==> config.mk <==
export PLATFORM = sky130hd
export DESIGN_NAME = aarm_trig_cell
export DESIGN_NICKNAME = d
export VERILOG_FILES = /design/src/sv/aarm_pkg.sv /design/src/sv/aarm_trig_cell.sv
export SDC_FILE = /design/constraint.sdc
export NUM_CORES = 2
export LEC_CHECK = 0
export ABC_AREA = 1
export BUFFER_PORTS_ARGS = -buffer_cell sky130_fd_sc_hd__buf_2
export CAP_MARGIN = 10
export CORE_MARGIN = 1.5
export CORE_UTILIZATION = 45
export CTS_BUF_LIST = sky130_fd_sc_hd__clkbuf_4 sky130_fd_sc_hd__clkbuf_8
export CTS_CLUSTER_SIZE = 14
export DETAILED_ROUTE_END_ITERATION = 6
export PLACE_DENSITY_LB_ADDON = 0.05
export SKIP_CTS_REPAIR_TIMING = 1
export SYNTH_ARGS = -nofsm -noshare
export SYNTH_HDL_FRONTEND = slang
export SYNTH_SLANG_ARGS = --single-unit
export TNS_END_PERCENT = 30
==> constraint.sdc <==
create_clock -name aclk -period 11.1 [get_ports aclk]
set_clock_uncertainty 0.2 [all_clocks]
set_input_delay 2.22 -clock aclk [delete_from_list [all_inputs] [get_ports aclk]]
set_output_delay 2.22 -clock aclk [all_outputs]
set_load 0.1 [all_outputs]
==> src/sv/aarm_pkg.sv <==
// shared types, constants and helper functions of the axis-angle rotation matrix block
package aarm_pkg;

    localparam int AXIS_BITS  = 16;
    localparam int ANGLE_BITS = 16;
    localparam int FRAC_BITS  = 14;

    localparam int SQRT_CELLS = 32;
    localparam int DIV_CELLS  = FRAC_BITS + 1;
    localparam int TRIG_CELLS = 12;

    localparam longint unsigned Q30_ONE     = 64'd1 << 30;
    localparam longint unsigned HALF_PI_Q30 = 64'd1686629713;

    // series coefficients of the k-th power of the quarter-turn angle, q30
    localparam longint unsigned TRIG_A1  = ((Q30_ONE * HALF_PI_Q30) >> 30) / 1;
    localparam longint unsigned TRIG_A2  = ((TRIG_A1 * HALF_PI_Q30) >> 30) / 2;
    localparam longint unsigned TRIG_A3  = ((TRIG_A2 * HALF_PI_Q30) >> 30) / 3;
    localparam longint unsigned TRIG_A4  = ((TRIG_A3 * HALF_PI_Q30) >> 30) / 4;
    localparam longint unsigned TRIG_A5  = ((TRIG_A4 * HALF_PI_Q30) >> 30) / 5;
    localparam longint unsigned TRIG_A6  = ((TRIG_A5 * HALF_PI_Q30) >> 30) / 6;
    localparam longint unsigned TRIG_A7  = ((TRIG_A6 * HALF_PI_Q30) >> 30) / 7;
    localparam longint unsigned TRIG_A8  = ((TRIG_A7 * HALF_PI_Q30) >> 30) / 8;
    localparam longint unsigned TRIG_A9  = ((TRIG_A8 * HALF_PI_Q30) >> 30) / 9;
    localparam longint unsigned TRIG_A10 = ((TRIG_A9 * HALF_PI_Q30) >> 30) / 10;
    localparam longint unsigned TRIG_A11 = ((TRIG_A10 * HALF_PI_Q30) >> 30) / 11;
    localparam longint unsigned TRIG_A12 = ((TRIG_A11 * HALF_PI_Q30) >> 30) / 12;

    localparam logic [11:0][30:0] TRIG_COEF = {
        31'(TRIG_A12), 31'(TRIG_A11), 31'(TRIG_A10), 31'(TRIG_A9),
        31'(TRIG_A8),  31'(TRIG_A7),  31'(TRIG_A6),  31'(TRIG_A5),
        31'(TRIG_A4),  31'(TRIG_A3),  31'(TRIG_A2),  31'(TRIG_A1)
    };

    localparam logic [1:0] QUAD_FIRST  = 2'd0;
    localparam logic [1:0] QUAD_SECOND = 2'd1;
    localparam logic [1:0] QUAD_THIRD  = 2'd2;
    localparam logic [1:0] QUAD_FOURTH = 2'd3;

    typedef struct packed {
        logic [2:0]  neg;
        logic        zero;
        logic [15:0] ang;
    } side_t;

    typedef struct packed {
        logic [63:0]      rem;
        logic [63:0]      res;
        logic [2:0][30:0] m;
        side_t            sd;
    } sq_t;

    typedef struct packed {
        logic [2:0][46:0] rem;
        logic [2:0][14:0] quo;
        logic [31:0]      q;
        side_t            sd;
    } dv_t;

    typedef struct packed {
        logic [30:0]        p;
        logic signed [33:0] acc_s;
        logic signed [33:0] acc_c;
        logic [29:0]        f;
        logic [1:0]         quad;
        logic [2:0][15:0]   u;
    } tg_t;

    // Q1.14 product back to Q1.14, rounding half away from zero
    function automatic logic signed [19:0] rnd_q(input logic signed [33:0] v);
        logic [33:0] m;
        logic [33:0] r;
        m = v[33] ? 34'(-v) : 34'(v);
        r = (m + (34'd1 << (FRAC_BITS - 1))) >> FRAC_BITS;
        return v[33] ? -$signed(20'(r)) : $signed(20'(r));
    endfunction

    function automatic logic signed [15:0] sat_q(input logic signed [19:0] v);
        if (v > 20'sd16384) begin
            return 16'sd16384;
        end else if (v < -20'sd16384) begin
            return -16'sd16384;
        end
        return 16'(v);
    endfunction

endpackage

==> src/sv/aarm_trig_cell.sv <==
// one term of the sine and cosine power series
module aarm_trig_cell
    import aarm_pkg::*;
(
    input  logic        aclk,
    input  logic        aresetn,
    input  logic        en,
    input  logic [30:0] coef,
    input  logic        is_sin,
    input  logic        is_neg,
    input  logic        v_in,
    input  tg_t         d_in,
    output logic        v_out,
    output tg_t         d_out
);

    logic               v_reg;
    tg_t                d_reg;
    tg_t                d_next;
    logic [60:0]        pf;
    logic [61:0]        cp;
    logic signed [33:0] term;

    always_comb begin
        pf     = 61'(d_in.p) * 61'(d_in.f);
        cp     = 62'(coef) * 62'(d_in.p);
        term   = is_neg ? -$signed(34'(cp >> 30)) : $signed(34'(cp >> 30));
        d_next = d_in;
        d_next.p = 31'(pf >> 30);
        if (is_sin) begin
            d_next.acc_s = d_in.acc_s + term;
        end else begin
            d_next.acc_c = d_in.acc_c + term;
        end
    end

    always_ff @(posedge aclk) begin
        if (!aresetn) begin
            v_reg <= 1'b0;
        end else if (en) begin
            v_reg <= v_in;
        end
    end

    always_ff @(posedge aclk) begin
        if (en) begin
            d_reg <= d_next;
        end
    end

    assign v_out = v_reg;
    assign d_out = d_reg;

endmodule

# Word level (Yosys, flattened, before mapping)
# Cells that the tools add are included.
# classes
n_mux	3
multipliers	2
n_addsub	3
# op_table
cell	count
34-bit 2-to-1 mux	3
34-bit adder	2
31-bit by 31-bit multiplier with 62-bit output	1
31-bit by 30-bit multiplier with 61-bit output	1
32-bit negator with 34-bit output	1
# totals
wordCells	17
reg_bits	180
out_inout_bits	180
inputBits	216

# Depth between registers and ports, before layout
# logic_depth
ltp_word	5
depth_mapped	56
depth_no_buf	54

# Worst setup path after synthesis
# No wires, ideal clock.
# synth_path
path_type	input port to flip-flop
from	input d_in[155] (netlist name)
to	register d_reg (netlist bit d_out[140]) (data pin)
slack_ns	-0.049
n_path_buf	2
cell_stages	41
required_time_ns	10.646
setup_time_ns	0.254
t_arrival_ns	10.695
cell_sequence	clkbuf_1 clkbuf_1 nand2_1 fa_1 fa_1 fa_1 fa_1 inv_1 fa_1 fa_1 fa_1 fa_1 ha_1 nand2_1 nor2_1 inv_2 nor2_2 inv_2 (+5 left out) ha_1 nand2_1 o21ai_0 fa_1 nand3_1 nand3_1 a21oi_1 nor2_1 o22ai_1 o21ai_0 a21boi_0 o21bai_1 nand2_1 inv_1 o21ai_0 nand3b_1 nand3_1 nand2_1
# synth_rtl
element	line	source
from (decl)	aarm_trig_cell.sv:12	input tg_t d_in,
to (signal assigned)	aarm_trig_cell.sv:47	d_reg <= d_next;
to (decl)	aarm_trig_cell.sv:18	tg_t d_reg;

==> flow_metrics.env <==
export IMPL_synthToLayoutAreaGrowth_pct=18.8
export IMPL_crit_path_max_incr_delay_ns=0.66
export IMPL_path_clk_slew_ns=0.11
export IMPL_overflow=0
export IMPL_dpl_hpwl_um=204000
export IMPL_portBuffers=395
export IMPL_crit_fanout=23
export IMPL_met1_usage_pct=37.1
export IMPL_cts_buffers_inserted=17
export IMPL_die_w_um=407
export IMPL_ys_warnings_count=0
export IMPL_drive_above_1_share_pct=18.1
export IMPL_ys_ff_latch=180
export IMPL_clockBufferDepth=2
export IMPL_finalMaxSlewViolations=0
export IMPL_final_nets=12700
export IMPL_track_usage_pct=29.0
export IMPL_critical_path_most_common_cell="nand2_1"
export IMPL_synthTopCellsByCount="2,666 x inv_1, 2,641 x nand2_1, 1,645 x fa_1"
export IMPL_routedWlPerCell_um=19.0
export IMPL_setup_violations=0
export IMPL_hold_path_class="flop to flop"
export IMPL_ys_flop_type="edfxtp_1"
export IMPL_crit_arrival_ns=11.32
export IMPL_ant_nets=0
export IMPL_cts_tree="built"
export IMPL_wl_um=237000
export IMPL_drtIter0Drc=3409
export IMPL_synth_seq_area_share_pct=7.34
export IMPL_initial_core_util_pct=45.3
export IMPL_relSlewSlack_pct=33.2
export IMPL_grt_max_degree=112
export IMPL_place_congestion=0.920
export IMPL_cp_slowest_cell="fa_1"
export IMPL_clk_latency_ns=0.64
export IMPL_vias=61100
export IMPL_fin_crit_sh_pct=100
export IMPL_fmax_mhz=90.1
export IMPL_synthCells=9336
export IMPL_synth_edf_count=179
export IMPL_core_rowCount=148
export IMPL_synth_cell_types=51
export IMPL_die_h_um=407
export IMPL_worst_pin_slew_ns=1.00
export IMPL_status="completed"
export IMPL_grtUsageMet2_pct=51.4
export IMPL_synthTopCellsByArea="fa_1 45%, inv_1 14%, nand2_1 13%, ha_1 9.8%, edfxtp_1 7.3%"
export IMPL_critPathLaunchType="input port"
export IMPL_syn_nets=11800
export IMPL_crit_required_ns=11.32
export IMPL_hold_viol_final=0
export IMPL_top_usage_layer="met2"
export IMPL_synth_avg_cell_area_um2=7.87
export IMPL_grt_pass1_wl_um=373000
export IMPL_synth_top_area_cell="fa_1"
export IMPL_die_area_um2=166000
export IMPL_path_buf_inv=10
export IMPL_crit_path_end_kind="flop"
export IMPL_first_pass_iters=5
export IMPL_grt_met3_usage_pct=3.75
export IMPL_maxCapViolations=0
export IMPL_core_area_um2=162000
export IMPL_cts_root_buffer="clkbuf_8"
export IMPL_synth_most_common_cell="inv_1"
export IMPL_setup_ws_ns=0.00213
export IMPL_clkSinkCount=180
export IMPL_preCtsSetupSlack_ns=-1.53
export IMPL_rsz0062_at_grt="yes"
export IMPL_netlist_area_leader_share_pct=44.8
export IMPL_crit_type="input port to flop"
export IMPL_min_period_ns=11.10
export IMPL_antenna_found_initial=12
export IMPL_htree_levels=4
export IMPL_synth_area_um2=73500
export IMPL_drc_errors=0
export IMPL_crit_family="adder cells"
export IMPL_synthArstFlopShare_pct=0
export IMPL_io_pins=396
export IMPL_vias_per_cell=4.91
export IMPL_grt_pass1_vias=66400
stage by stage:
| step | setup TNS, ns | util (%) | cells | instance area, um2 | hold slack (ns) |
|---|---|---|---|---|---|
| global route | -4.96 | 53.8 | 12400 | 87300 | 0.452 |
| global placement | -50.25 | 51.7 | 12400 | 84000 | 0.333 |
| CTS | -17.93 | 51.9 | 12400 | 84300 | 0.368 |
| floorplan | -0.0268 | - | 9336 | 73500 | 0.786 |
| finish | 0 | 53.8 | 12400 | 87300 | 0.367 |
| detailed placement | -52.80 | 51.7 | 12400 | 84000 | 0.332 |
cell usage in the layout (no fill, tap or decap), types with 27 or more instances in the layout:
| master | count |
|---|---|
| buf_2 | 362 |
| inv_1 | 2632 |
| nor2_1 | 263 |
| nor2_4 | 27 |
| a21oi_1 | 161 |
| fa_1 | 1607 |
| nand3_1 | 115 |
| edfxtp_1 | 179 |
| nand2_2 | 101 |
| nand2_1 | 2538 |
| nand4_1 | 30 |
| ha_1 | 521 |
| xor2_1 | 55 |
| fa_2 | 38 |
| a21oi_2 | 59 |
| buf_4 | 850 |
| ha_4 | 51 |
| nor2_2 | 46 |
| xnor2_1 | 28 |
| buf_12 | 54 |
| buf_6 | 41 |
| inv_2 | 48 |
| o21ai_0 | 126 |
worst reg2reg max path, delay by kind of cell, from the launching register on:
kind | cells | cell delay, ns
DFF | 1 | 0.32
AOI/OAI and AO/OA | 2 | 0.22
registers in the layout, indices dropped and copies added (netlist names):
signal,cells
d_out,179
v_out,1
routing by layer:
layer | vias up | routed length [um]
met2 | 1471 | 119000
met4 | 10 | 7290
met5 | - | 61
met1 | 30900 | 98900
met3 | 316 | 11500
li1 | 28400 | -
cells by family after synthesis:
| logic type | Yosys count | synth area share [%] |
|---|---|---|
| adder cells (fa/ha/maj) | 2218 | 54.6 |
| XOR/XNOR | 105 | 1.27 |
| flip-flops | 180 | 7.34 |
| buffers and inverters | 3097 | 15.8 |
| AO/OA/AOI/OAI | 510 | 3.88 |
| AND/OR/NAND/NOR | 3226 | 17.1 |
final timing paths:
path / from / end / slack, ns / depth (start not counted)
worst min-delay path: v_out / v_out / 0.37 / 2
worst min register to register: v_out / v_out / 0.37 / 2
worst max-delay path: d_in[167] / d_out[113] / 0.002 / 49
worst max register to register: v_out / v_out / 10.23 / 2
cell type report:
| class | count | area (um2) |
|---|---|---|
| Fill cell | 15900 | 75100 |
| Multi-Input combinational cell | 6059 | 58800 |
| Inverter | 2681 | 10100 |
| Timing Repair Buffer | 1319 | 9920 |
| Sequential cell | 180 | 5400 |
| Tap cell | 2175 | 2720 |
| Clock buffer | 18 | 241 |
| Clock inverter | 14 | 141 |
| Antenna cell | 2 | 5.00 |
Power is not shown: default switching activity piles up to over one toggle a cycle in this logic, so the estimate is an artifact.
