--- src/sv/aarm_pkg.sv ---
// shared types, constants and helper functions of the axis-angle rotation matrix block
package aarm_pkg;

    localparam int AXIS_BITS  = 16;
    localparam int ANGLE_BITS = 16;
    localparam int FRAC_BITS  = 14;

    localparam int SQRT_CELLS = 32;
    localparam int DIV_CELLS  = FRAC_BITS + 1;
    localparam int TRIG_CELLS = 12;

    localparam longint unsigned Q30_ONE     = 64'd1 << 30;
    localparam longint unsigned HALF_PI_Q30 = 64'd1686629713;

    // series coefficients of the k-th power of the quarter-turn angle, q30
    localparam longint unsigned TRIG_A1  = ((Q30_ONE * HALF_PI_Q30) >> 30) / 1;
    localparam longint unsigned TRIG_A2  = ((TRIG_A1 * HALF_PI_Q30) >> 30) / 2;
    localparam longint unsigned TRIG_A3  = ((TRIG_A2 * HALF_PI_Q30) >> 30) / 3;
    localparam longint unsigned TRIG_A4  = ((TRIG_A3 * HALF_PI_Q30) >> 30) / 4;
    localparam longint unsigned TRIG_A5  = ((TRIG_A4 * HALF_PI_Q30) >> 30) / 5;
    localparam longint unsigned TRIG_A6  = ((TRIG_A5 * HALF_PI_Q30) >> 30) / 6;
    localparam longint unsigned TRIG_A7  = ((TRIG_A6 * HALF_PI_Q30) >> 30) / 7;
    localparam longint unsigned TRIG_A8  = ((TRIG_A7 * HALF_PI_Q30) >> 30) / 8;
    localparam longint unsigned TRIG_A9  = ((TRIG_A8 * HALF_PI_Q30) >> 30) / 9;
    localparam longint unsigned TRIG_A10 = ((TRIG_A9 * HALF_PI_Q30) >> 30) / 10;
    localparam longint unsigned TRIG_A11 = ((TRIG_A10 * HALF_PI_Q30) >> 30) / 11;
    localparam longint unsigned TRIG_A12 = ((TRIG_A11 * HALF_PI_Q30) >> 30) / 12;

    localparam logic [11:0][30:0] TRIG_COEF = {
        31'(TRIG_A12), 31'(TRIG_A11), 31'(TRIG_A10), 31'(TRIG_A9),
        31'(TRIG_A8),  31'(TRIG_A7),  31'(TRIG_A6),  31'(TRIG_A5),
        31'(TRIG_A4),  31'(TRIG_A3),  31'(TRIG_A2),  31'(TRIG_A1)
    };

    localparam logic [1:0] QUAD_FIRST  = 2'd0;
    localparam logic [1:0] QUAD_SECOND = 2'd1;
    localparam logic [1:0] QUAD_THIRD  = 2'd2;
    localparam logic [1:0] QUAD_FOURTH = 2'd3;

    typedef struct packed {
        logic [2:0]  neg;
        logic        zero;
        logic [15:0] ang;
    } side_t;

    typedef struct packed {
        logic [63:0]      rem;
        logic [63:0]      res;
        logic [2:0][30:0] m;
        side_t            sd;
    } sq_t;

    typedef struct packed {
        logic [2:0][46:0] rem;
        logic [2:0][14:0] quo;
        logic [31:0]      q;
        side_t            sd;
    } dv_t;

    typedef struct packed {
        logic [30:0]        p;
        logic signed [33:0] acc_s;
        logic signed [33:0] acc_c;
        logic [29:0]        f;
        logic [1:0]         quad;
        logic [2:0][15:0]   u;
    } tg_t;

    // Q1.14 product back to Q1.14, rounding half away from zero
    function automatic logic signed [19:0] rnd_q(input logic signed [33:0] v);
        logic [33:0] m;
        logic [33:0] r;
        m = v[33] ? 34'(-v) : 34'(v);
        r = (m + (34'd1 << (FRAC_BITS - 1))) >> FRAC_BITS;
        return v[33] ? -$signed(20'(r)) : $signed(20'(r));
    endfunction

    function automatic logic signed [15:0] sat_q(input logic signed [19:0] v);
        if (v > 20'sd16384) begin
            return 16'sd16384;
        end else if (v < -20'sd16384) begin
            return -16'sd16384;
        end
        return 16'(v);
    endfunction

endpackage

--- src/sv/aarm_sqrt_cell.sv ---
// one digit step of the pipelined integer square root
module aarm_sqrt_cell
    import aarm_pkg::*;
(
    input  logic       aclk,
    input  logic       aresetn,
    input  logic       en,
    input  logic [4:0] idx,
    input  logic       v_in,
    input  sq_t        d_in,
    output logic       v_out,
    output sq_t        d_out
);

    logic        v_reg;
    sq_t         d_reg;
    sq_t         d_next;
    logic [63:0] bit_w;
    logic [64:0] trial;

    always_comb begin
        bit_w  = 64'd1 << (6'd62 - {idx, 1'b0});
        trial  = {1'b0, d_in.res} + {1'b0, bit_w};
        d_next = d_in;
        if ({1'b0, d_in.rem} >= trial) begin
            d_next.rem = d_in.rem - trial[63:0];
            d_next.res = (d_in.res >> 1) + bit_w;
        end else begin
            d_next.res = d_in.res >> 1;
        end
    end

    always_ff @(posedge aclk) begin
        if (!aresetn) begin
            v_reg <= 1'b0;
        end else if (en) begin
            v_reg <= v_in;
        end
    end

    always_ff @(posedge aclk) begin
        if (en) begin
            d_reg <= d_next;
        end
    end

    assign v_out = v_reg;
    assign d_out = d_reg;

endmodule

--- config.mk ---
export PLATFORM = sky130hd
export DESIGN_NAME = aarm_sqrt_cell
export DESIGN_NICKNAME = d
export VERILOG_FILES = /design/src/sv/aarm_pkg.sv /design/src/sv/aarm_sqrt_cell.sv
export SDC_FILE = /design/constraint.sdc
export NUM_CORES = 1
export LEC_CHECK = 0
export BUFFER_PORTS_ARGS = -buffer_cell sky130_fd_sc_hd__buf_2
export CAP_MARGIN = 30
export CORE_AREA = 2 2 192 194
export CTS_CLUSTER_DIAMETER = 40
export DETAILED_ROUTE_END_ITERATION = 7
export DIE_AREA = 0 0 194 196
export PLACE_DENSITY = 0.84
export SLEW_MARGIN = 20
export SYNTH_ARGS = -nofsm -noshare
export SYNTH_HDL_FRONTEND = slang
export SYNTH_SLANG_ARGS = --single-unit
export TNS_END_PERCENT = 5
--- constraint.sdc ---
create_clock -name aclk -period 6.4 [get_ports aclk]
set_input_delay 0.64 -clock aclk [delete_from_list [all_inputs] [get_ports aclk]]
set_output_delay 0.64 -clock aclk [all_outputs]
set_load 0.01 [all_outputs]
Word-level counts from Yosys, hierarchy flattened. Cells that the tools add are included.

Bits in registers: 242. Latch bits: 0. RAM bits: 0. Bits in read-only memories: 0. Bits of input ports: 250. Logic and storage cells: 18. Memories: 0.

Add/sub/neg operators: 4. Multipliers: 0. Div/mod/pow operators: 0. Magnitude comparators: 1. Equal/unequal tests: 0. Shift operators: 1. Mux-type cells: 2. Bitwise operators: 0. Reductions and logical operators: 0.

Operators by type and width (count): $add A64 B64 Y65 (1); $ge A64 B65 Y1 (1); $add A63 B64 Y64 (1); $mux W64 (1); $shl A1 B6 Y64 const A (1); $sub A64 B64 Y64 (1); $mux W63 (1); $sub A6 B6 Y6 const A (1).

Logic depth before layout (Yosys ltp).
Word-level depth: 5. Mapped depth: 29. Gate-level depth less buffers: 27.

Worst setup path before layout. OpenSTA, ideal clock, no wires.

Kind: input port to flip-flop. From: input idx[2]. To: register d_reg (netlist bit d_out[239]) (data pin). Setup time: 0.257 ns. Arrival: 5.727 ns. Slack: 0.416 ns. Stages on the path: 26. Cells stage by stage: or2_2 -> clkbuf_1 -> nor2_1 -> ha_1 -> a31oi_1 -> nor2_1 -> a311o_1 -> a22oi_1 -> o41ai_2 -> o2bb2ai_1 -> a21oi_1 -> nor2_1 -> o21ba_2 -> o21ai_0 -> xor2_1 -> ha_1 -> clkbuf_1 -> nand4_1 -> or3_1 -> or3_1 -> o21ai_0 -> nand4_1 -> a41o_1 -> o21ai_0 -> o2111ai_1 -> a32o_1.

RTL lines: start, declared (line aarm_sqrt_cell.sv:8) `input logic [4:0] idx,`; end signal, assigned (line aarm_sqrt_cell.sv:43) `d_reg <= d_next;`; end, declared (line aarm_sqrt_cell.sv:16) `sq_t d_reg;`.

==> flow_summary.toml <==
[timing]
timing.final.hold_violations = 0
postLayoutSetupSlackWorst_ns = 0.318
slew_viol_final = 0
layout_worst_path_cycle_share = 0.950
slew_at_the_pin_closest_to_its_max_slew_limit_ns = 0.924
finalSetupTns_ns = 0
holdWs_ns = 0.252
post-route-min-period_ns = 6.08
timing.slew.headroom = 0.384
fmaxAchievable_ghz = 0.164
setup-violations-final = 0
finalClockSkew_ns = 0

[logic_synthesis]
yosysSeqAreaShare = 0.432
netlist_area_sq_um = 16800
synth-edff-count = 241
cell_types_occupying_the_most_area_after_synthesis = "edfxtp_1 43%, ha_1 9.7%, nand2_1 5.3%, xor2_1 5.1%, o21ai_0 4.7%"
ys.warnings.count = 0
synth.net_count = 2111
netlist.area_leader.share = 0.431
synth_cells = 1730
yosys_most_used_dff = "edfxtp_1"
synthDominantAreaCellType = "edfxtp_1"
synth_cell_type_count = 78
synth_seq_cells = 242
postSynth.asyncResetShare = 0
synth_area_per_cell_sq_um = 9.70

[min_path]
worstHoldPathType = "primary input to register"
min_delay_worst_endpoint = "d_out[22]"
hold-path-cell-count = 1
worst_hold_startpoint = "d_in[22]"

[route]
vias = 16296
viasPerCell = 5.73
drc = 0
drt_first_iter_violations = 1251
ant_nets = 0
detailedRoute.firstPassIterationCount = 7
wirelength_mm = 61.8
routedWlPerCell_microns = 21.8

[pwr]
power_density_over_the_cells_nw_per_um2 = 257
power.total_uw = 5680
peakVddDrop_uv = 422
power.leakage_uw = 0.00961

[final_layout]
nets_finish = 2717
layoutNonFillerInstCount = 2842
final_common_cell = "buf_2"
drive_gt1_frac = 0.310
mostFrequentLayoutCells = "490 x buf_2, 241 x edfxtp_1, 237 x nand2_1"
flow.area_growth_from_synthesis_pct = 31.8

[floorplanning]
std_cell_rows = 70
floorplan.die.height_microns = 196
design.core.area_sq_um = 36100
initial_utilization = 0.465
chipWidth_microns = 194
dieArea_sq_um = 38000
pin_count = 492

[setup_path]
critPathArrivalTime_ns = 6.38
worst_path_max_delay_cell = "or3b_2"
worstRegToRegCells = 2
setup.reg_to_reg.worst_slack_ns = 5.76
worst_setup_path_end_kind = "register"
worstReg2RegEnd = "v_out"
critPathRequiredTime_ns = 6.70
worst_setup_path_start_kind = "primary input"
crit-reg2reg-launch = "v_out"
worst-path-max-fanout = 10
timing_worst_setup_path_type = "primary input to register"
critical_path.max_stage_delay_ns = 0.46

[clock_network]
clock_tree.buffer_depth = 3
ctsHtreeMaxLevel = 2
clkSlewWorstSetupHoldPaths_ns = 0.06
cts.sink_count = 242
clkLatencyLatePin_ns = 0.55
tritoncts = "yes"
cts_root_buffer = "clkbuf_16"
cts_made_buffers = 41

[grt]
grt_start_max_net_pins = 138
globalRouteTotalUtil = 0.313
initial_antenna_violation_count = 9
first_global_vias = 15633
grt_pass1_wl_mm = 91.6
grt.overflow.total = 0

[placed_design]
dp_cells = 2759
gpl_wtd_cong = 0.960
place_worst_setup_slack_ns = -0.459
place.port_buffers = 491
dp_hpwl_mm = 49.6

[run]
drv.max_cap_violation_count = 0

[outcome]
status = "finished clean"
[critical path: cells and delay by family]
kind / cells / cell delay (ns)
adder cells (fa/ha/maj): 3 / 0.78
XOR/XNOR: 2 / 0.35
AND/OR/NAND/NOR: 8 / 1.52
buffers and inverters: 4 / 0.60
AO/OA/AOI/OAI: 10 / 2.49
[metrics by stage]
stage / util / cell area (sq um)
floorplan: - / 16800
global placement: 0.572 / 20600
detailed placement: 0.572 / 20600
CTS: 0.611 / 22100
global route: 0.613 / 22100
finish: 0.613 / 22100
[routing by layer]
layer / wire length (microns) / GRT usage / vias to the layer above
met2: 29600 / 0.518 / 757
met3: 4330 / 0.0497 / 152
met5: 58 / 0 / -
met4: 2950 / 0.159 / 8
met1: 24900 / 0.400 / 7679
li1: - / - / 7700
[registers in the layout, indices dropped and copies added (netlist names)]
| name | flops |
|---|---|
| d_out | 241 |
| v_out | 1 |
[report_power, final]
part / switching (uW) / total, uW / internal [uW]
clock: 842 / 2260 / 1420
combinational: 844 / 1400 / 558
sequential: 56.2 / 2020 / 1960
total: 1740 / 5680 / 3940
[cell families (layout without fill, tap and decap cells)]
group | Yosys count | in the layout | share of synthesized area
AO/OA/AOI/OAI | 515 | 515 | 0.197
XOR/XNOR | 177 | 177 | 0.0924
adder cells (fa/ha/maj) | 131 | 131 | 0.0981
buffers and inverters | 88 | 726 | 0.0221
flip-flops | 242 | 242 | 0.432
multiplexers | 2 | 2 | 0.00119
other | 0 | 6 | 0
AND/OR/NAND/NOR | 575 | 575 | 0.157
[what timing repair did]
item	4_1_cts	5_1_grt
endpoints found under the hold margin	0	0
hold buffers	0	0
resized for setup	0	11
setup buffers	0	2
setup endpoints to repair	0	126
[cell type report]
| cell class | instances | area [sq um] |
|---|---|---|
| antenna | 6 | 15.0 |
| clock buffer | 43 | 1050 |
| clock inverter | 32 | 363 |
| fill | 3035 | 14000 |
| inverter | 33 | 124 |
| multi-input combinational | 1400 | 9210 |
| sequential | 242 | 7260 |
| tap | 468 | 586 |
| timing repair buffer | 618 | 3520 |
[synth_stat cells (32+ instances only)]
| cell type | number |
|---|---|
| edfxtp_1 | 241 |
| nand2_1 | 237 |
| o21ai_0 | 158 |
| nor2_1 | 143 |
| ha_1 | 130 |
| a21oi_1 | 102 |
| xor2_1 | 98 |
| xnor2_1 | 79 |
| a31oi_1 | 62 |
| a21o_1 | 38 |
| nand3_1 | 34 |
| o21bai_1 | 34 |
| clkbuf_1 | 33 |
| inv_1 | 33 |
| nand4_1 | 32 |
[worst max-delay path by stage]
| stage | cells after the start | start | endpoint |
|---|---|---|---|
| 5_1_grt | 27 | idx[0] | d_out[146] |
| 3_5_place_dp | 28 | idx[0] | d_out[214] |
| 6_report | 27 | idx[0] | d_out[172] |
| 4_1_cts | 28 | idx[0] | d_out[214] |
| 2_1_floorplan | 26 | idx[2] | d_out[239] |
| 3_3_place_gp | 28 | idx[4] | d_out[239] |
Note: power is estimated with default switching activity, not from simulation.
