$ cat src/sv/aarm_pkg.sv
// shared types, constants and helper functions of the axis-angle rotation matrix block
package aarm_pkg;

    localparam int AXIS_BITS  = 16;
    localparam int ANGLE_BITS = 16;
    localparam int FRAC_BITS  = 14;

    localparam int SQRT_CELLS = 32;
    localparam int DIV_CELLS  = FRAC_BITS + 1;
    localparam int TRIG_CELLS = 12;

    localparam longint unsigned Q30_ONE     = 64'd1 << 30;
    localparam longint unsigned HALF_PI_Q30 = 64'd1686629713;

    // series coefficients of the k-th power of the quarter-turn angle, q30
    localparam longint unsigned TRIG_A1  = ((Q30_ONE * HALF_PI_Q30) >> 30) / 1;
    localparam longint unsigned TRIG_A2  = ((TRIG_A1 * HALF_PI_Q30) >> 30) / 2;
    localparam longint unsigned TRIG_A3  = ((TRIG_A2 * HALF_PI_Q30) >> 30) / 3;
    localparam longint unsigned TRIG_A4  = ((TRIG_A3 * HALF_PI_Q30) >> 30) / 4;
    localparam longint unsigned TRIG_A5  = ((TRIG_A4 * HALF_PI_Q30) >> 30) / 5;
    localparam longint unsigned TRIG_A6  = ((TRIG_A5 * HALF_PI_Q30) >> 30) / 6;
    localparam longint unsigned TRIG_A7  = ((TRIG_A6 * HALF_PI_Q30) >> 30) / 7;
    localparam longint unsigned TRIG_A8  = ((TRIG_A7 * HALF_PI_Q30) >> 30) / 8;
    localparam longint unsigned TRIG_A9  = ((TRIG_A8 * HALF_PI_Q30) >> 30) / 9;
    localparam longint unsigned TRIG_A10 = ((TRIG_A9 * HALF_PI_Q30) >> 30) / 10;
    localparam longint unsigned TRIG_A11 = ((TRIG_A10 * HALF_PI_Q30) >> 30) / 11;
    localparam longint unsigned TRIG_A12 = ((TRIG_A11 * HALF_PI_Q30) >> 30) / 12;

    localparam logic [11:0][30:0] TRIG_COEF = {
        31'(TRIG_A12), 31'(TRIG_A11), 31'(TRIG_A10), 31'(TRIG_A9),
        31'(TRIG_A8),  31'(TRIG_A7),  31'(TRIG_A6),  31'(TRIG_A5),
        31'(TRIG_A4),  31'(TRIG_A3),  31'(TRIG_A2),  31'(TRIG_A1)
    };

    localparam logic [1:0] QUAD_FIRST  = 2'd0;
    localparam logic [1:0] QUAD_SECOND = 2'd1;
    localparam logic [1:0] QUAD_THIRD  = 2'd2;
    localparam logic [1:0] QUAD_FOURTH = 2'd3;

    typedef struct packed {
        logic [2:0]  neg;
        logic        zero;
        logic [15:0] ang;
    } side_t;

    typedef struct packed {
        logic [63:0]      rem;
        logic [63:0]      res;
        logic [2:0][30:0] m;
        side_t            sd;
    } sq_t;

    typedef struct packed {
        logic [2:0][46:0] rem;
        logic [2:0][14:0] quo;
        logic [31:0]      q;
        side_t            sd;
    } dv_t;

    typedef struct packed {
        logic [30:0]        p;
        logic signed [33:0] acc_s;
        logic signed [33:0] acc_c;
        logic [29:0]        f;
        logic [1:0]         quad;
        logic [2:0][15:0]   u;
    } tg_t;

    // Q1.14 product back to Q1.14, rounding half away from zero
    function automatic logic signed [19:0] rnd_q(input logic signed [33:0] v);
        logic [33:0] m;
        logic [33:0] r;
        m = v[33] ? 34'(-v) : 34'(v);
        r = (m + (34'd1 << (FRAC_BITS - 1))) >> FRAC_BITS;
        return v[33] ? -$signed(20'(r)) : $signed(20'(r));
    endfunction

    function automatic logic signed [15:0] sat_q(input logic signed [19:0] v);
        if (v > 20'sd16384) begin
            return 16'sd16384;
        end else if (v < -20'sd16384) begin
            return -16'sd16384;
        end
        return 16'(v);
    endfunction

endpackage

$ cat src/sv/aarm_div_cell.sv
// one quotient bit of the three component divisions
module aarm_div_cell
    import aarm_pkg::*;
(
    input  logic       aclk,
    input  logic       aresetn,
    input  logic       en,
    input  logic [3:0] idx,
    input  logic       v_in,
    input  dv_t        d_in,
    output logic       v_out,
    output dv_t        d_out
);

    logic        v_reg;
    dv_t         d_reg;
    dv_t         d_next;
    logic [3:0]  pos;
    logic [46:0] dsr;

    always_comb begin
        pos    = 4'(DIV_CELLS - 1) - idx;
        dsr    = 47'(d_in.q) << pos;
        d_next = d_in;
        for (int i = 0; i < 3; i++) begin
            if (d_in.rem[i] >= dsr) begin
                d_next.rem[i]      = d_in.rem[i] - dsr;
                d_next.quo[i][pos] = 1'b1;
            end
        end
    end

    always_ff @(posedge aclk) begin
        if (!aresetn) begin
            v_reg <= 1'b0;
        end else if (en) begin
            v_reg <= v_in;
        end
    end

    always_ff @(posedge aclk) begin
        if (en) begin
            d_reg <= d_next;
        end
    end

    assign v_out = v_reg;
    assign d_out = d_reg;

endmodule

$ cat config.mk
export PLATFORM = sky130hd
export DESIGN_NAME = aarm_div_cell
export DESIGN_NICKNAME = d
export VERILOG_FILES = /design/src/sv/aarm_pkg.sv /design/src/sv/aarm_div_cell.sv
export SDC_FILE = /design/constraint.sdc
export NUM_CORES = 1
export LEC_CHECK = 0
export BUFFER_PORTS_ARGS = -buffer_cell sky130_fd_sc_hd__buf_2
export CORE_MARGIN = 3
export CORE_UTILIZATION = 25
export CTS_CLUSTER_SIZE = 20
export DETAILED_ROUTE_END_ITERATION = 7
export SLEW_MARGIN = 10
export SYNTH_ARGS = -nofsm -noshare
export SYNTH_HDL_FRONTEND = slang
export SYNTH_SLANG_ARGS = --single-unit
$ cat constraint.sdc
create_clock -name aclk -period 11.1 [get_ports aclk]
set_input_delay 2.22 -clock aclk [delete_from_list [all_inputs] [get_ports aclk]]
set_output_delay 2.22 -clock aclk [all_outputs]
set_load 0.05 [all_outputs]
Word level (Yosys, flattened, before mapping)
Cells that the tools add are included.
{"block": "totals", "register_bits": 239, "elab_cells": 33}
{"block": "classes", "n_addsub": 4, "magnitude_cmp": 5, "shifts": 1, "muxes": 8, "bitwise_logic": 3, "n_reduce_logical": 1}
{"operator": "47-bit >= comparator", "n": 3}
{"operator": "47-bit 2-to-1 mux", "n": 3}
{"operator": "47-bit subtractor", "n": 3}
{"operator": "32-bit by 4-bit left shift with 47-bit output", "n": 1}
{"operator": "15-bit 2-to-1 mux", "n": 3}
{"operator": "15-bit OR", "n": 3}
{"operator": "4-bit by 5-bit < comparator with 1-bit output, second input constant", "n": 1}
{"operator": "1-bit demux with 4-bit select", "n": 1}
{"operator": "4-bit by 1-bit >= comparator with 1-bit output, second input constant", "n": 1}
{"operator": "4-bit subtractor, first input constant", "n": 1}
{"operator": "1-bit logical AND", "n": 1}
{"operator": "1-bit 2-to-1 mux", "n": 1}

Logic depth before layout (Yosys ltp)
Gate-level depths: netlist of the first run.
{"block": "logic_depth", "word_depth": 7, "ltp_mapped": 29, "mapped_depth_nobuf": 21}

Worst setup path after synthesis of the first run
Ideal clock, no wire load.
{"block": "synth_path", "path_kind": "input port to flip-flop", "startpoint": "input idx[0]", "endpoint": "register d_reg, in the netlist d_out[143], data pin", "arrival_time_ns": 8.359, "slack_ns": 2.483, "path_stages": 27, "n_path_buf": 7, "path_cell_list": "buf_2 > inv_1 > buf_2 > clkbuf_1 > ha_1 > buf_6 > buf_6 > clkbuf_1 > clkbuf_1 > nand3_1 > nor3_1 > ha_1 > inv_1 > fa_1 > a21oi_1 > nor2b_1 > a311oi_1 > a21oi_1 > maj3_1 > a211oi_2 > o21ai_1 > a311o_1 > a41oi_2 > o41ai_2 > a311o_1 > a211o_1 > o221a_2"}
{"item": "start, declared", "line_no": "aarm_div_cell.sv:8", "rtl": "input logic [3:0] idx,"}
{"item": "end signal, assigned", "line_no": "aarm_div_cell.sv:43", "rtl": "d_reg <= d_next;"}
{"item": "end, declared", "line_no": "aarm_div_cell.sv:16", "rtl": "dv_t d_reg;"}

==> results of run 1 <==
-- final timing paths --
kind	end	start	slack (ns)	cells past startpoint
worst max-delay path	d_out[162]$_DFFE_PP_	idx[0]	2.11	20
worst min-delay path	v_out$_SDFFE_PN0P_	v_out$_SDFFE_PN0P_	0.52	2
worst max register to register	v_out$_SDFFE_PN0P_	v_out$_SDFFE_PN0P_	10.51	2
worst min register to register	v_out$_SDFFE_PN0P_	v_out$_SDFFE_PN0P_	0.52	2
-- worst max-delay path: cells and delay by family --
| kind | cells | cell delay [ns] |
|---|---|---|
| buffers and inverters | 3 | 1.06 |
| xor gates and xnor gates | 1 | 0.45 |
| and+or+nand+nor | 4 | 1.42 |
| AOI/OAI and AO/OA | 9 | 2.67 |
| muxes | 1 | 0.40 |
| adders and majority gates | 2 | 1.07 |
-- metrics by stage --
stage / area (um2) / hold slack, ns / cells / power, mW
CTS: 23800 / 0.519 / 3514 / 4.66
global route: 23800 / 0.589 / 3516 / 4.88
detailed placement: 22700 / 0.507 / 3457 / 3.58
global placement: 22700 / 0.493 / 3457 / 3.58
finish: 23800 / 0.519 / 3527 / 4.64
floorplan: 19200 / 0.743 / 2020 / 2.91
-- power breakdown --
part | internal, mW | switching (mW) | total (mW) | leakage, nW
logic | 0.714 | 1.61 | 2.33 | 6.97
clock network | 0.611 | 0.444 | 1.06 | 0.512
registers | 1.20 | 0.0512 | 1.25 | 2.34
-- registers in the layout, summed over array words and instances, names as in the netlist --
register and flops:
d_out 238, v_out 1
-- layout by cell type, fill, tap and decap left out, types with 6 or more instances in the layout --
master and count:
sky130_fd_sc_hd__a21oi_1 171, sky130_fd_sc_hd__mux2i_1 30, sky130_fd_sc_hd__inv_1 39, sky130_fd_sc_hd__inv_6 6, sky130_fd_sc_hd__a221o_1 6, sky130_fd_sc_hd__mux2_2 30, sky130_fd_sc_hd__edfxtp_1 238, sky130_fd_sc_hd__nand3_1 27
sky130_fd_sc_hd__nor3_1 19, sky130_fd_sc_hd__a21boi_0 14, sky130_fd_sc_hd__o21bai_1 62, sky130_fd_sc_hd__and2_1 13, sky130_fd_sc_hd__clkbuf_16 31, sky130_fd_sc_hd__nor4_1 10, sky130_fd_sc_hd__or2_2 7, sky130_fd_sc_hd__o21ai_1 11
sky130_fd_sc_hd__a211oi_1 14, sky130_fd_sc_hd__maj3_1 19, sky130_fd_sc_hd__nand4_1 30, sky130_fd_sc_hd__a31oi_1 19, sky130_fd_sc_hd__buf_2 483, sky130_fd_sc_hd__nor2b_1 23, sky130_fd_sc_hd__ha_1 118, sky130_fd_sc_hd__o21a_1 16
sky130_fd_sc_hd__o211ai_1 15, sky130_fd_sc_hd__o31ai_1 15, sky130_fd_sc_hd__and3_1 24, sky130_fd_sc_hd__or3_1 7, sky130_fd_sc_hd__diode_2 13, sky130_fd_sc_hd__buf_4 32, sky130_fd_sc_hd__nor2_1 166, sky130_fd_sc_hd__mux4_2 12
sky130_fd_sc_hd__o21ai_0 124, sky130_fd_sc_hd__xor2_1 62, sky130_fd_sc_hd__nand2_1 225, sky130_fd_sc_hd__nand2b_1 15, sky130_fd_sc_hd__xnor2_1 109, sky130_fd_sc_hd__a21o_1 89
-- kinds of logic (layout without fill, tap and decap cells) --
group | after synthesis | count (layout) | share of synthesized area
DFF | 239 | 239 | 0.373
xor gates and xnor gates | 175 | 175 | 0.0811
other | 0 | 13 | 0
adders and majority gates | 143 | 143 | 0.0916
buffers and inverters | 150 | 614 | 0.0357
AOI/OAI and AO/OA | 635 | 635 | 0.219
muxes | 82 | 82 | 0.0550
and+or+nand+nor | 596 | 596 | 0.145
-- layer usage --
layer	track usage	wire length [um]	vias up
li1	-	-	8421
met1	0.257	35700	8444
met2	0.318	37900	656
met3	0.0579	7320	122
met4	0.0556	2460	24
met5	0	172	-
-- layout make-up --
class	instances	area, um2
Antenna cell	13	32.5
Clock buffer	34	787
Clock inverter	23	258
Fill cell	8149	52300
Inverter	40	150
Multi-Input combinational cell	1631	11400
Sequential cell	239	7170
Tap cell	1030	1290
Timing Repair Buffer	517	2690
==> reports/results.tsv, run 1 <==
stage	metric	value	unit
yosys	share of the yosys chip area belonging to registers	0.373	
floorplan	area enclosed by the die boundary	0.0802	mm2
yosys	top cells by area in the synthesized netlist	sky130_fd_sc_hd__edfxtp_1, sky130_fd_sc_hd__ha_1, sky130_fd_sc_hd__xnor2_1	
worst_setup_path	biggest cell delay along the critical path	0.59	ns
worst_setup_path	cell breakdown of the critical path	buf_2, buf_4, ha_1, xnor2_4, nor2_1, nand3_1, ha_1, nor2b_1, o31a_1, o31a_1, o31ai_1, a21boi_0, o31ai_1, a221oi_1, a31oi_2, o21ai_1, and2_1, a31oi_4, buf_4, mux2_2	
grt	combined global-route utilization of all metal layers	0.197	
clocking	clk sinks	239	
clocking	TritonCTS clock tree	yes	
yosys	Top FF cell, synth	sky130_fd_sc_hd__edfxtp_1	
clocking	Resized Gates After CTS	0	
worst_setup_path	class of the most critical setup path	input pin to flip-flop	
power	VDD IR-drop max	0.126	mV
worst_hold_path	classification of the worst-slack hold path	flip-flop to flip-flop	
drt	DRC Markers	0	
yosys	count of cell types in the netlist	104	
clocking	buffers inserted during post-CTS setup optimization	0	
clocking	Post-CTS Hold Buffers	0	
cells_and_area	post-layout net count	2827	
yosys	top cell type's share of synthesized area	0.372	
yosys	Avg Synthesized Cell Area	9.51	um2
place	Detail Placement HPWL	68.0	mm
grt	pin count of the biggest net entering global routing	120	
worst_setup_path	standard cell with the maximum stage delay on the critical path	sky130_fd_sc_hd__ha_1	
floorplan	Boundary Pins	485	
drt	first-pass iteration count of the detailed router	6	
sta	maximum frequency from static timing analysis	0.111	GHz
cells_and_area	signed area change from the synthesized netlist to the final layout	23.8	%
drt	total number of vias	17700	
grt	total overflow reported by the global router	0	
place	worst slack after detailed placement	1.55	ns
floorplan	Std-Cell Core Area	0.0761	mm2
sta	post-layout worst setup margin	2.11	ns
cells_and_area	utilization after layout	0.313	
clocking	clock latency of the later-clocked register in the worst-skew pair	0.58	ns
power	total power density per cell area	195	mW/mm2
worst_setup_path	element type at the critical path end	flip-flop	
yosys	#FFs+latches synth	239	
yosys	dominant cell type by area after synthesis	sky130_fd_sc_hd__edfxtp_1	
sta	transition time at the pin with the least slew margin	1.15	ns
sta	Final setup viols	0	
outcome	status	finished clean	
sta	Period minus WS final	8.99	ns
drt	number of violations reported at the end of detailed-routing iteration 0	1713	
worst_setup_path	Data arrival, critical path	9.34	ns
yosys	number of instances in the synthesized netlist	2020	
drt	mean routed wirelength per cell	23.7	um
floorplan	floorplan die width	283	um
drt	DRT antenna net count	0	
yosys	top post-synthesis cells by count	sky130_fd_sc_hd__edfxtp_1, sky130_fd_sc_hd__nand2_1, sky130_fd_sc_hd__a21oi_1, sky130_fd_sc_hd__nor2_1, sky130_fd_sc_hd__o21ai_0	
job	max-cap violations	0	
clocking	clk root buf	sky130_fd_sc_hd__clkbuf_16	
power	static leakage	9.82	nW
worst_setup_path	largest fanout of any net on the critical path	61	
grt	antenna violations before repair	33	
floorplan	initial standard-cell utilization of the core	0.253	
clocking	number of buffers added by the clock tree synthesis step	31	
sta	RSZ-0062 raised after global routing	false	
drt	Avg Vias per Cell	5.01	
yosys	share of synthesized registers carrying an async set or reset	0	
yosys	netlist area before placement	0.0192	mm2
clocking	maximum level of the CTS H-tree	1	
cells_and_area	fraction of final layout cells with drive strength greater than 1	0.270	
sta	number of hold violations in the final report	0	
clocking	clock transition at the registers of the reported paths	0.06	ns
yosys	net count after synthesis	2387	
sta	worst slew slack as a fraction of its limit	0.234	
grt	first-pass GRT wire length	118	mm
sta	portion of the clock cycle consumed by the worst path in the final layout	0.810	
place	Port-buffer cells	484	
yosys	cell with the most instances after synthesis	sky130_fd_sc_hd__edfxtp_1	
floorplan	cell row count	101	
sta	final max-slew violation count	0	
clocking	worst-case clock buffer depth	3	
grt	number of global-route vias before repair	16700	
worst_setup_path	kind of start point of the critical path	input pin	
drt	final routed wirelength across all metal layers	83.5	mm
place	last weighted congestion value of the routability-driven placer	0.937	
yosys	number of synthesis warnings	0	
worst_setup_path	data required time at the worst endpoint	11.45	ns
yosys	number of enable flip-flop cells after synthesis	238	
sta	Total Negative Setup Slacks	0	ns
floorplan	height of the chip	283	um
sta	post-route clock skew	0	ns
(Power assumes the default switching activity.)
==> inputs of run 2 (changes only) <==
- clock period: 11.1 -> 8.7 ns (I/O delays scaled with it)
==> reports/results.tsv, run 2 (synthesis gave the netlist of run 1 again) <==
stage	metric	value	unit
outcome	status	finished clean	
worst_setup_path	Buf+Inv Stages, Crit Path	3	
cells_and_area	post-layout net count	2851	
floorplan	area enclosed by the die boundary	0.0802	mm2
worst_setup_path	reg-to-reg slack, setup	8.09	ns
cells_and_area	signed area change from the synthesized netlist to the final layout	25.7	%
grt	combined global-route utilization of all metal layers	0.199	
worst_setup_path	standard cell with the maximum stage delay on the critical path	sky130_fd_sc_hd__ha_1	
sta	transition time at the pin with the least slew margin	1.16	ns
drt	DRC Markers	0	
worst_setup_path	startpoint of the worst-slack reg-to-reg timing path	v_out$_SDFFE_PN0P_	
power	VDD IR-drop max	0.122	mV
worst_setup_path	largest fanout of any net on the critical path	63	
sta	worst slew slack as a fraction of its limit	0.222	
worst_setup_path	cell breakdown of the critical path	buf_2, inv_1, ha_1, mux2_2, mux2i_1, nor2_1, o21ai_0, ha_1, o211ai_1, a2bb2oi_1, o31a_1, o31ai_1, a21boi_0, o31ai_1, a221oi_1, a31oi_2, o21ai_1, and2_1, a31oi_4, buf_4, mux2_2	
grt	GR Util met3	0.0696	
clocking	Post-CTS Hold Buffers	0	
clocking	number of buffers added by the clock tree synthesis step	34	
worst_setup_path	crit-path leading delay family	compound AO/OA/AOI/OAI gates	
floorplan	floorplan die width	283	um
drt	Avg Vias per Cell	5.01	
grt	antenna violations before repair	38	
clocking	clk sinks	239	
grt	first-pass GRT wire length	119	mm
power	fraction of power spent switching nets	0.445	
cells_and_area	fraction of final layout cells with drive strength greater than 1	0.277	
worst_setup_path	origin of the worst setup path	idx[1]	
sta	number of hold violations in the final report	0	
sta	Final setup viols	0	
drt	first-pass iteration count of the detailed router	5	
grt	pin count of the biggest net entering global routing	126	
cells_and_area	highest-count cells in the layout ignoring fill and taps	sky130_fd_sc_hd__buf_2, sky130_fd_sc_hd__edfxtp_1, sky130_fd_sc_hd__nand2_1	
sta	portion of the clock cycle consumed by the worst path in the final layout	0.948	
power	Switch Pwr	2.72	mW
power	total power density per cell area	253	mW/mm2
clocking	Resized Gates After CTS	0	
clocking	clock latency of the later-clocked register in the worst-skew pair	0.55	ns
clocking	worst-case clock buffer depth	3	
power	share of power burned in combinational logic	0.491	
grt	met1 usage in global routing	0.255	
power	Internal Pwr Total	3.39	mW
clocking	buffers inserted during post-CTS setup optimization	0	
worst_setup_path	data required time at the worst endpoint	9.00	ns
worst_setup_path	CP Depth	21	
sta	post-route clock skew	0	ns
floorplan	initial standard-cell utilization of the core	0.253	
grt	met2 GRT Util	0.317	
grt	number of global-route vias before repair	16800	
clocking	TritonCTS clock tree	yes	
place	Port-buffer cells	484	
place	last weighted congestion value of the routability-driven placer	0.942	
power	share of power burned in the clock network	0.247	
clocking	maximum level of the CTS H-tree	2	
power	static leakage	10.0	nW
sta	final max-slew violation count	0	
place	cell area after placement	0.0229	mm2
drt	final routed wirelength across all metal layers	84.2	mm
job	max-cap violations	0	
sta	maximum frequency from static timing analysis	0.121	GHz
worst_setup_path	class of the most critical setup path	input pin to flip-flop	
worst_setup_path	element type at the critical path end	flip-flop	
sta	Period minus WS final	8.25	ns
place	Detail Placement HPWL	68.4	mm
grt	total overflow reported by the global router	0	
drt	mean routed wirelength per cell	23.7	um
floorplan	height of the chip	283	um
worst_setup_path	cell depth of the worst flop-to-flop path	2	
floorplan	Std-Cell Core Area	0.0761	mm2
cells_and_area	utilization after layout	0.318	
drt	total number of vias	17800	
drt	number of violations reported at the end of detailed-routing iteration 0	1689	
worst_setup_path	reg-to-reg critical path endpoint	v_out$_SDFFE_PN0P_	
cells_and_area	commonest non-fill, non-tap cell in the layout	sky130_fd_sc_hd__buf_2	
worst_setup_path	biggest cell delay along the critical path	0.64	ns
cells_and_area	flip-flop count of the largest register after layout	238	
clocking	clock transition at the registers of the reported paths	0.05	ns
worst_hold_path	classification of the worst-slack hold path	flip-flop to flip-flop	
floorplan	Boundary Pins	485	
sta	RSZ-0062 raised after global routing	false	
cells_and_area	Final Instance Area	0.0242	mm2
grt	layer with the highest usage	met2	
floorplan	cell row count	101	
power	post-layout power	6.12	mW
worst_setup_path	Data arrival, critical path	8.55	ns
power	share of total power in sequential cells	0.262	
drt	DRT antenna net count	0	
worst_setup_path	kind of start point of the critical path	input pin	
worst_setup_path	Critical Path Sink	d_out[163]$_DFFE_PP_	
clocking	clk root buf	sky130_fd_sc_hd__clkbuf_16	
-- run 2: final cells by class --
cell class,count,area [um2]
fillers,8060,51900
multi-input cells,1632,11400
diodes,18,45.0
clock inverters,20,287
flip-flops and latches,239,7170
well taps,1030,1290
repair buffers,537,2890
inverters,40,150
clock buffers,41,898
-- run 2: worst min path at each step --
stage                     cells after the start  slack, ns          startpoint                  to
after global placement                        2       0.50  v_out$_SDFFE_PN0P_  v_out$_SDFFE_PN0P_
after floorplan                               2       0.74  v_out$_SDFFE_PN0P_  v_out$_SDFFE_PN0P_
after detailed placement                      2       0.52  v_out$_SDFFE_PN0P_  v_out$_SDFFE_PN0P_
after global routing                          2       0.59  v_out$_SDFFE_PN0P_  v_out$_SDFFE_PN0P_
after CTS                                     2       0.54  v_out$_SDFFE_PN0P_  v_out$_SDFFE_PN0P_
final                                         2       0.53  v_out$_SDFFE_PN0P_  v_out$_SDFFE_PN0P_
-- run 2: metrics by stage --
stage,instances,hold WS (ns),worst slack (ns),TNS [ns]
6_report,3557,0.534,0.450,0
5_1_grt,3544,0.593,0.101,0
4_1_cts,3538,0.536,0.449,0
3_5_place_dp,3477,0.522,-0.115,-0.344
3_3_place_gp,3477,0.498,0.115,0
2_1_floorplan,2020,0.743,0.563,0
-- run 2: power by group through the flow --
stage | Sequential [mW] | Clock [mW] | Combinational (mW)
floorplan | 2.29 | 0 | 1.43
global placement | 1.62 | 0 | 2.98
detailed placement | 1.62 | 0 | 2.97
CTS | 1.60 | 1.55 | 2.99
global route | 1.62 | 1.59 | 3.21
finish | 1.60 | 1.51 | 3.00
-- run 2: per-layer routing --
layer  up-vias  routed length, um
li1       8498                  -
met1      8507              35400
met2       662              38200
met3       140               7940
met4        30               2540
met5         -                184
-- run 2: tightest hold or removal path, delay by kind of cell, from the launching register on --
kind             cells  cell delay [ns]
flip-flops           1             0.32
multiplexers         1             0.07
AND/OR/NAND/NOR      1             0.10
==> inputs of run 3 (changes only) <==
- clock period: 8.7 -> 7.8 ns (I/O delays scaled with it)
==> reports/results.tsv, run 3 (synthesis gave the netlist of run 1 again) <==
stage	metric	value	unit
clocking	number of buffers added by the clock tree synthesis step	30	
clocking	Post-CTS Hold Buffers	0	
cells_and_area	flip-flop count of the largest register after layout	238	
place	last weighted congestion value of the routability-driven placer	0.962	
sta	worst hold margin	0.514	ns
floorplan	Std-Cell Core Area	0.0761	mm2
sta	Total Negative Setup Slacks	0	ns
place	Port-buffer cells	484	
floorplan	area enclosed by the die boundary	0.0802	mm2
worst_setup_path	class of the most critical setup path	input pin to flip-flop	
cells_and_area	fraction of final layout cells with drive strength greater than 1	0.287	
sta	RSZ-0062 raised after global routing	false	
cells_and_area	signed area change from the synthesized netlist to the final layout	26.5	%
worst_setup_path	element type at the critical path end	flip-flop	
sta	Period minus WS final	7.40	ns
drt	mean routed wirelength per cell	23.5	um
floorplan	Boundary Pins	485	
power	VDD IR-drop max	0.188	mV
worst_hold_path	classification of the worst-slack hold path	flip-flop to flip-flop	
floorplan	floorplan die width	283	um
power	total power density per cell area	275	mW/mm2
drt	first-pass iteration count of the detailed router	5	
floorplan	height of the chip	283	um
clocking	TritonCTS clock tree	yes	
worst_setup_path	kind of start point of the critical path	input pin	
floorplan	initial standard-cell utilization of the core	0.253	
clocking	clk root buf	sky130_fd_sc_hd__clkbuf_16	
sta	final max-slew violation count	0	
drt	total number of vias	18000	
grt	combined global-route utilization of all metal layers	0.200	
sta	worst slew slack as a fraction of its limit	0.239	
drt	number of violations reported at the end of detailed-routing iteration 0	1579	
power	Internal Pwr Total	3.67	mW
drt	DRC Markers	0	
place	cell area after placement	0.0233	mm2
power	Switch Pwr	3.02	mW
power	share of power burned in combinational logic	0.511	
drt	DRT antenna net count	0	
power	share of power burned in the clock network	0.222	
sta	Final setup viols	0	
worst_setup_path	Data arrival, critical path	7.74	ns
power	static leakage	10.1	nW
cells_and_area	post-layout net count	2892	
grt	first-pass GRT wire length	120	mm
cells_and_area	Final Instance Area	0.0243	mm2
grt	pin count of the biggest net entering global routing	138	
worst_setup_path	largest fanout of any net on the critical path	48	
clocking	clock transition at the registers of the reported paths	0.06	ns
drt	final routed wirelength across all metal layers	84.5	mm
place	Detail Placement HPWL	69.7	mm
job	max-cap violations	0	
sta	post-route clock skew	0	ns
grt	antenna violations before repair	30	
clocking	clk sinks	239	
clocking	buffers inserted during post-CTS setup optimization	0	
grt	number of global-route vias before repair	17000	
outcome	status	finished clean	
cells_and_area	commonest non-fill, non-tap cell in the layout	sky130_fd_sc_hd__buf_2	
sta	portion of the clock cycle consumed by the worst path in the final layout	0.949	
floorplan	cell row count	101	
clocking	Resized Gates After CTS	0	
grt	total overflow reported by the global router	0	
drt	Avg Vias per Cell	5.01	
power	share of total power in sequential cells	0.267	
sta	maximum frequency from static timing analysis	0.135	GHz
sta	number of hold violations in the final report	0	
clocking	maximum level of the CTS H-tree	1	
cells_and_area	highest-count cells in the layout ignoring fill and taps	sky130_fd_sc_hd__buf_2, sky130_fd_sc_hd__edfxtp_1, sky130_fd_sc_hd__nand2_1	
sta	transition time at the pin with the least slew margin	1.13	ns
power	fraction of power spent switching nets	0.451	
clocking	clock latency of the later-clocked register in the worst-skew pair	0.60	ns
clocking	worst-case clock buffer depth	3	
worst_setup_path	data required time at the worst endpoint	8.14	ns
[run 3: changes by cell type in the layout (fill, tap and decap cells not counted), sizes merged]
cell | previous run | this run
clkinvlp | 2 | 0
a31oi | 23 | 22
bufinv | 6 | 5
clkinv | 10 | 13
inv | 42 | 40
clkbuf | 41 | 35
diode | 18 | 15
buf | 537 | 583
[run 3: final timing paths]
check	start	to	slack (ns)	cells past startpoint
setup reg to reg	v_out$_SDFFE_PN0P_	v_out$_SDFFE_PN0P_	7.21	2
setup / recovery	idx[1]	d_out[141]$_DFFE_PP_	0.40	20
hold / removal	v_out$_SDFFE_PN0P_	v_out$_SDFFE_PN0P_	0.51	2
hold reg to reg	v_out$_SDFFE_PN0P_	v_out$_SDFFE_PN0P_	0.51	2
[run 3: final cells by class]
cell class	count	area, um2
clock inverter	18	241
sequential	239	7170
timing repair buffer	583	3240
antenna	15	37.5
fill	8082	51800
inverter	40	150
clock buffer	35	769
tap	1030	1290
multi-input combinational	1631	11400
[run 3: worst max-delay path, cell delays in order]
cell,delay (ns)
sky130_fd_sc_hd__buf_2,0.12
sky130_fd_sc_hd__inv_1,0.06
sky130_fd_sc_hd__ha_1,0.31
sky130_fd_sc_hd__buf_12,0.19
sky130_fd_sc_hd__buf_4,0.23
sky130_fd_sc_hd__mux4_2,0.34
sky130_fd_sc_hd__nand2_1,0.09
sky130_fd_sc_hd__nand2_1,0.08
sky130_fd_sc_hd__o21ai_0,0.88
sky130_fd_sc_hd__ha_1,0.34
sky130_fd_sc_hd__nand2_1,0.15
sky130_fd_sc_hd__or3_1,0.44
sky130_fd_sc_hd__nor3_1,0.55
sky130_fd_sc_hd__nand3_1,0.15
sky130_fd_sc_hd__nor4b_1,0.69
sky130_fd_sc_hd__a31oi_1,0.25
sky130_fd_sc_hd__and2_1,0.24
sky130_fd_sc_hd__a21oi_4,0.19
sky130_fd_sc_hd__buf_4,0.44
sky130_fd_sc_hd__mux2_2,0.39
[run 3: metal layers]
layer / track usage / wire, um / share of wire
met1: 0.260 / 36000 / 0.43
met2: 0.320 / 38200 / 0.45
met3: 0.0587 / 7540 / 0.089
met4: 0.0623 / 2610 / 0.031
met5: 0 / 130 / 0.0015
[run 3: metrics by stage]
step                total power [mW]  setup slack, ns  std cells   util
floorplan                       4.14           0.0790       2020      -
global placement                5.20           -0.209       3523  0.306
detailed placement              5.19           -0.261       3523  0.306
CTS                             6.72            0.362       3576  0.319
global route                    7.03            0.228       3580  0.319
finish                          6.69            0.397       3591  0.319
[run 3: power groups by stage]
stage	Combinational, mW	Sequential [mW]	Clock, mW
after floorplan	1.59	2.55	0
after global placement	3.39	1.81	0
after detailed placement	3.38	1.81	0
after CTS	3.40	1.79	1.54
after global routing	3.65	1.81	1.58
final	3.41	1.79	1.48
